`src/design/emd_pkg.sv`:
```
// ----------------------------------------------------------------------------
// emd_pkg: shared types and codes for the embedding match core
// Holds the beat structs, sizes, opcodes, event, identity and announce codes and register indexes.
// ----------------------------------------------------------------------------
package emd_pkg;

  localparam int EMBED_DIM = 128;
  localparam int NUM_PROFILES = 16;

  localparam logic [1:0] OP_WRITE = 2'd0;
  localparam logic [1:0] OP_QUERY = 2'd1;
  localparam logic [1:0] OP_NOFACE = 2'd2;
  localparam logic [1:0] OP_UNUSED = 2'd3;

  localparam logic [1:0] EV_REG = 2'd0;
  localparam logic [1:0] EV_QUERY = 2'd1;
  localparam logic [1:0] EV_NOFACE = 2'd2;

  localparam logic [1:0] ID_UNKNOWN = 2'd0;
  localparam logic [1:0] ID_GUEST = 2'd1;
  localparam logic [1:0] ID_USER = 2'd2;

  localparam logic [1:0] AN_NONE = 2'd0;
  localparam logic [1:0] AN_USER = 2'd1;
  localparam logic [1:0] AN_GUEST = 2'd2;
  localparam logic [1:0] AN_REG = 2'd3;

  localparam logic [1:0] CFG_THRESH = 2'd0;
  localparam logic [1:0] CFG_ULIM = 2'd1;
  localparam logic [1:0] CFG_GLIM = 2'd2;

  localparam int SCORE_W = 40;

  typedef struct packed {
    logic [1:0] opcode;
    logic [3:0] slot;
    logic [6:0] element_index;
    logic signed [15:0] element_value;
    logic last;
  } in_beat_t;

  typedef struct packed {
    logic [1:0] event_kind;
    logic matched;
    logic [3:0] matched_slot;
    logic signed [39:0] top_score;
    logic [1:0] stable_kind;
    logic [3:0] stable_slot;
    logic [1:0] announce;
  } out_beat_t;

endpackage

```
`src/design/emd_front.sv`:
```
// ----------------------------------------------------------------------------
// emd_front: input classifier and command queue
// Drops beats that have no effect and queues the rest for the back end.
// ----------------------------------------------------------------------------
module emd_front (
  input  logic              clk,
  input  logic              rst_n,
  input  logic              in_valid,
  output logic              in_stall,
  input  emd_pkg::in_beat_t in_data,
  output logic              q_valid,
  input  logic              q_pop,
  output emd_pkg::in_beat_t q_data
);
  import emd_pkg::*;

  localparam int QD = 4;

  in_beat_t   q_r [QD];
  logic [1:0] wp_r, rp_r;
  logic [2:0] cnt_r;
  logic       keep;
  logic       push;

  // Write beats to absent slots and unused opcodes are dropped here.
  always_comb begin
    keep = 1'b0;
    case (in_data.opcode)
      OP_WRITE:  keep = ({1'b0, in_data.slot} < 5'(NUM_PROFILES));
      OP_QUERY:  keep = 1'b1;
      OP_NOFACE: keep = 1'b1;
      default:   keep = 1'b0;
    endcase
  end

  assign in_stall = (cnt_r == 3'(QD));
  assign push     = in_valid && !in_stall && keep;
  assign q_valid  = (cnt_r != 3'd0);
  assign q_data   = q_r[rp_r];

  always_ff @(posedge clk) begin
    if (push) begin
      q_r[wp_r] <= in_data;
    end
    if (!rst_n) begin
      wp_r  <= '0;
      rp_r  <= '0;
      cnt_r <= '0;
    end else begin
      if (push) wp_r <= wp_r + 2'd1;
      if (q_pop) rp_r <= rp_r + 2'd1;
      cnt_r <= cnt_r + 3'(push) - 3'(q_pop);
    end
  end
endmodule

```
`config.mk`:
```
export PLATFORM = sky130hd
export DESIGN_NAME = emd_front
export DESIGN_NICKNAME = d
export VERILOG_FILES = /design/src/design/emd_pkg.sv /design/src/design/emd_front.sv
export SDC_FILE = /design/constraint.sdc
export NUM_CORES = 1
export LEC_CHECK = 0
export BUFFER_PORTS_ARGS = -buffer_cell sky130_fd_sc_hd__buf_4
export CORE_MARGIN = 2
export CORE_UTILIZATION = 45
export CTS_CLUSTER_SIZE = 24
export DETAILED_ROUTE_END_ITERATION = 6
export PLACE_DENSITY = 0.72
export SETUP_SLACK_MARGIN = 0.5
export SLEW_MARGIN = 0
export SYNTH_ARGS = -nofsm -noshare
export SYNTH_HDL_FRONTEND = slang
export SYNTH_SLANG_ARGS = --single-unit
export TNS_END_PERCENT = 20
```
`constraint.sdc`:
```
create_clock -name clk -period 2.71 [get_ports clk]
set_clock_uncertainty 0.15 [all_clocks]
set_input_delay 0.1355 -clock clk [delete_from_list [all_inputs] [get_ports clk]]
set_output_delay 0.1355 -clock clk [all_outputs]
set_load 0.005 [all_outputs]
```
==> results.json <==
{
  "status": "finished, final reports clean",
  "synth_area_um2": 4820,
  "die_h_um": 107,
  "gr-total-overflow": 0,
  "nets": 366,
  "nFillCells": 751,
  "finalHoldViolations": 0,
  "synth_edf_count": 120,
  "critPathArrivalTime_ns": 2.53,
  "n_antenna_cell": 0,
  "r2r_setup_slack_ns": 0.43,
  "synth-seq-cells": 129,
  "grt_pass1_wl_um": 13100,
  "synth.area.top_cells": "edfxtp_1 (75%), mux4_2 (14%), dfxtp_1 (3.7%), ha_1 (1.6%), buf_6 (0.70%)",
  "power_frac_clock": 0.391,
  "crit_path_cell_trace": "nor3b_4, a211oi_4, inv_1, ha_1, inv_1, ha_1, inv_1, fa_2, xnor2_2, xnor2_1, and2_1",
  "critPathMaxFanout": 3,
  "synth_common_cells": "edfxtp_1 (120), mux4_2 (30), dfxtp_1 (9)",
  "start_util": 0.465,
  "place.gp.congestion": 0.666,
  "crit_type": "reg -> reg",
  "layout-drive-gt1-share": 0.447,
  "place_ws_ns": 0.286,
  "grtUsageTotal": 0.160,
  "fmax_mhz": 439,
  "cpPeakStageDelay_ns": 0.35,
  "finalSetupViolCount": 0,
  "cts_inserted_buffers": 17,
  "grt_max_degree": 23,
  "drt_iter0_drc": 83,
  "power_w": 0.00513,
  "antenna_found_initial": 0,
  "ant_nets": 0,
  "route.detailed.drc": 0,
  "first_pass_iters": 4,
  "clk_pin_slew_worst_paths_ns": 0.06,
  "grt_pass1_vias": 2486,
  "cts_buffer_depth": 2,
  "dieWidth_um": 107,
  "multi_input_area_um2": 968,
  "p_switching_w": 0.00116,
  "yosys_warnings": 0,
  "hpwl_um": 5050,
  "post-route-period-util": 0.841,
  "period_needed_ns": 2.28,
  "rows": 37,
  "yosysTopAreaCell": "edfxtp_1",
  "dieArea_um2": 11500,
  "setup_tns_ns": 0,
  "comb_power_share": 0.139,
  "rsz0062_at_grt": "true",
  "ff_latch_area_um2": 3790,
  "fin_util": 0.625,
  "yosysMostFrequentCell": "edfxtp_1",
  "hp-class": "in -> reg",
  "wl_per_cell_um": 18.2,
  "clkLatencyLatePin_ns": 0.51,
  "cellLeakagePower_nw": 2.28,
  "wl_um": 8630,
  "seq_power_share": 0.469,
  "worstSetupEndpointType": "flop",
  "cts_tree": "done",
  "fin_ws_ns": 0.430,
  "core_um2": 10400,
  "swShare": 0.226,
  "power-per-cell-area_nw_per_um2": 790,
  "syn_avg_cell_area_um2": 23.7,
  "num_vias": 2374,
  "synth_ff_type": "edfxtp_1",
  "tightest_slew_ns": 0.533,
  "num_io_pins": 66,
  "io_buffer_count": 65,
  "via_per_inst": 5.01,
  "area_growth_pct": 34.6,
  "synth_cell_types": 19,
  "p_int_w": 0.00397,
  "htreeDepth": 4,
  "async_flop_share": 0,
  "critPathRequiredTime_ns": 2.96,
  "syn_nets": 244,
  "cpMostUsedCell": "inv_1",
  "yosysSeqAreaShare": 0.785,
  "ir_drop_v": 0.000483,
  "clock_sinks": 129,
  "slew_viol_final": 0,
  "start_kind": "flop",
  "synth.top_cell.area_share": 0.748,
  "maxCapViolations": 0,
  "cts_root_buf": "clkbuf_8",
  "synthCells": 203,
  "crit_slowest_cell": "fa_2",
  "slew_headroom": 0.645
}
-- final cells by class --
cell class	count	area share
Clock buffer	17	0.0639
Clock inverter	15	0.0185
Inverter	6	0.00347
Multi-Input combinational cell	61	0.149
Sequential cell	129	0.585
Tap cell	136	0.0262
Timing Repair Buffer	110	0.154
-- logic make-up (layout without fill, tap and decap cells) --
family	after synthesis	after routing	synth area share
xor gates and xnor gates	4	4	0.00727
buffers and inverters	13	148	0.0156
AOI/OAI and AO/OA	1	1	0.00416
DFF	129	129	0.785
muxes	32	32	0.144
adders and majority gates	7	7	0.0197
and+or+nand+nor	17	17	0.0234
-- flip-flops by register name, summed over array words and instances, names as in the netlist, named ones only --
signal / count
wp_r: 2
cnt_r: 3
rp_r: 2
q_r: 120
-- critical path, delay by kind of cell, from the launching register on --
kind | cells | cell delay [ns]
flip-flops | 1 | 0.34
adder cells (fa/ha/maj) | 3 | 0.76
XOR/XNOR | 2 | 0.27
AND/OR/NAND/NOR | 2 | 0.31
buffers and inverters | 3 | 0.18
AO/OA/AOI/OAI | 1 | 0.17
-- worst paths after layout --
check,startpoint,endpoint,cells after the start
hold reg to reg,wp_r[1],wp_r[1],2
setup reg to reg,cnt_r[2],cnt_r[2],11
setup / recovery,cnt_r[2],cnt_r[2],11
hold / removal,in_valid,wp_r[1],5
-- per-layer routing --
layer / up-vias / share of wire / wire [um] / GRT usage
li1: 1081 / - / - / -
met1: 1217 / 0.42 / 3590 / 0.192
met2: 64 / 0.53 / 4540 / 0.275
met3: 12 / 0.045 / 387 / 0.0508
met4: 0 / 0.013 / 115 / 0.0549
met5: - / 0 / 0 / 0
-- per-stage QoR --
stage,hold WS (ns),std cells,area [um2]
after detailed placement,0.191,404,5540
after CTS,0.0138,471,6450
after global placement,0.186,404,5540
after floorplan,0.0844,203,4820
final,0.0418,474,6480
after global routing,0.0535,474,6480
-- timing repair --
action | 4_1_cts | 5_1_grt
setup endpoints to repair | 26 | 21
gates cloned | 1 | 0
setup buffers | 1 | 3
hold buffers | 33 | 0
gates resized for setup | 1 | 3
pin swaps | 1 | 1
endpoints found under the hold margin | 129 | 0
-- power by group through the flow --
| stage | Sequential, W | Clock [W] | Combinational (W) |
|---|---|---|---|
| 2_1_floorplan | 0.00242 | 0 | 0.000348 |
| 4_1_cts | 0.00241 | 0.00205 | 0.000703 |
| 3_3_place_gp | 0.00244 | 0 | 0.000632 |
| 5_1_grt | 0.00242 | 0.00214 | 0.000776 |
| 6_report | 0.00241 | 0.00201 | 0.000715 |
| 3_5_place_dp | 0.00245 | 0 | 0.000643 |
-- layout by cell type (no fill, tap or decap), types with 2 or more instances in the layout --
cell,n
ha_1,6
clkinvlp_4,4
clkbuf_16,16
mux2i_1,2
buf_12,5
xnor2_1,2
clkinv_2,6
inv_1,6
dfxtp_2,2
and2_2,4
nand2_1,5
buf_4,71
edfxtp_1,120
and2_1,5
dfxtp_4,2
clkinv_4,2
dfxtp_1,5
mux4_2,30
dlygate4sd3_1,33
Note: power is estimated with default switching activity, not from simulation.
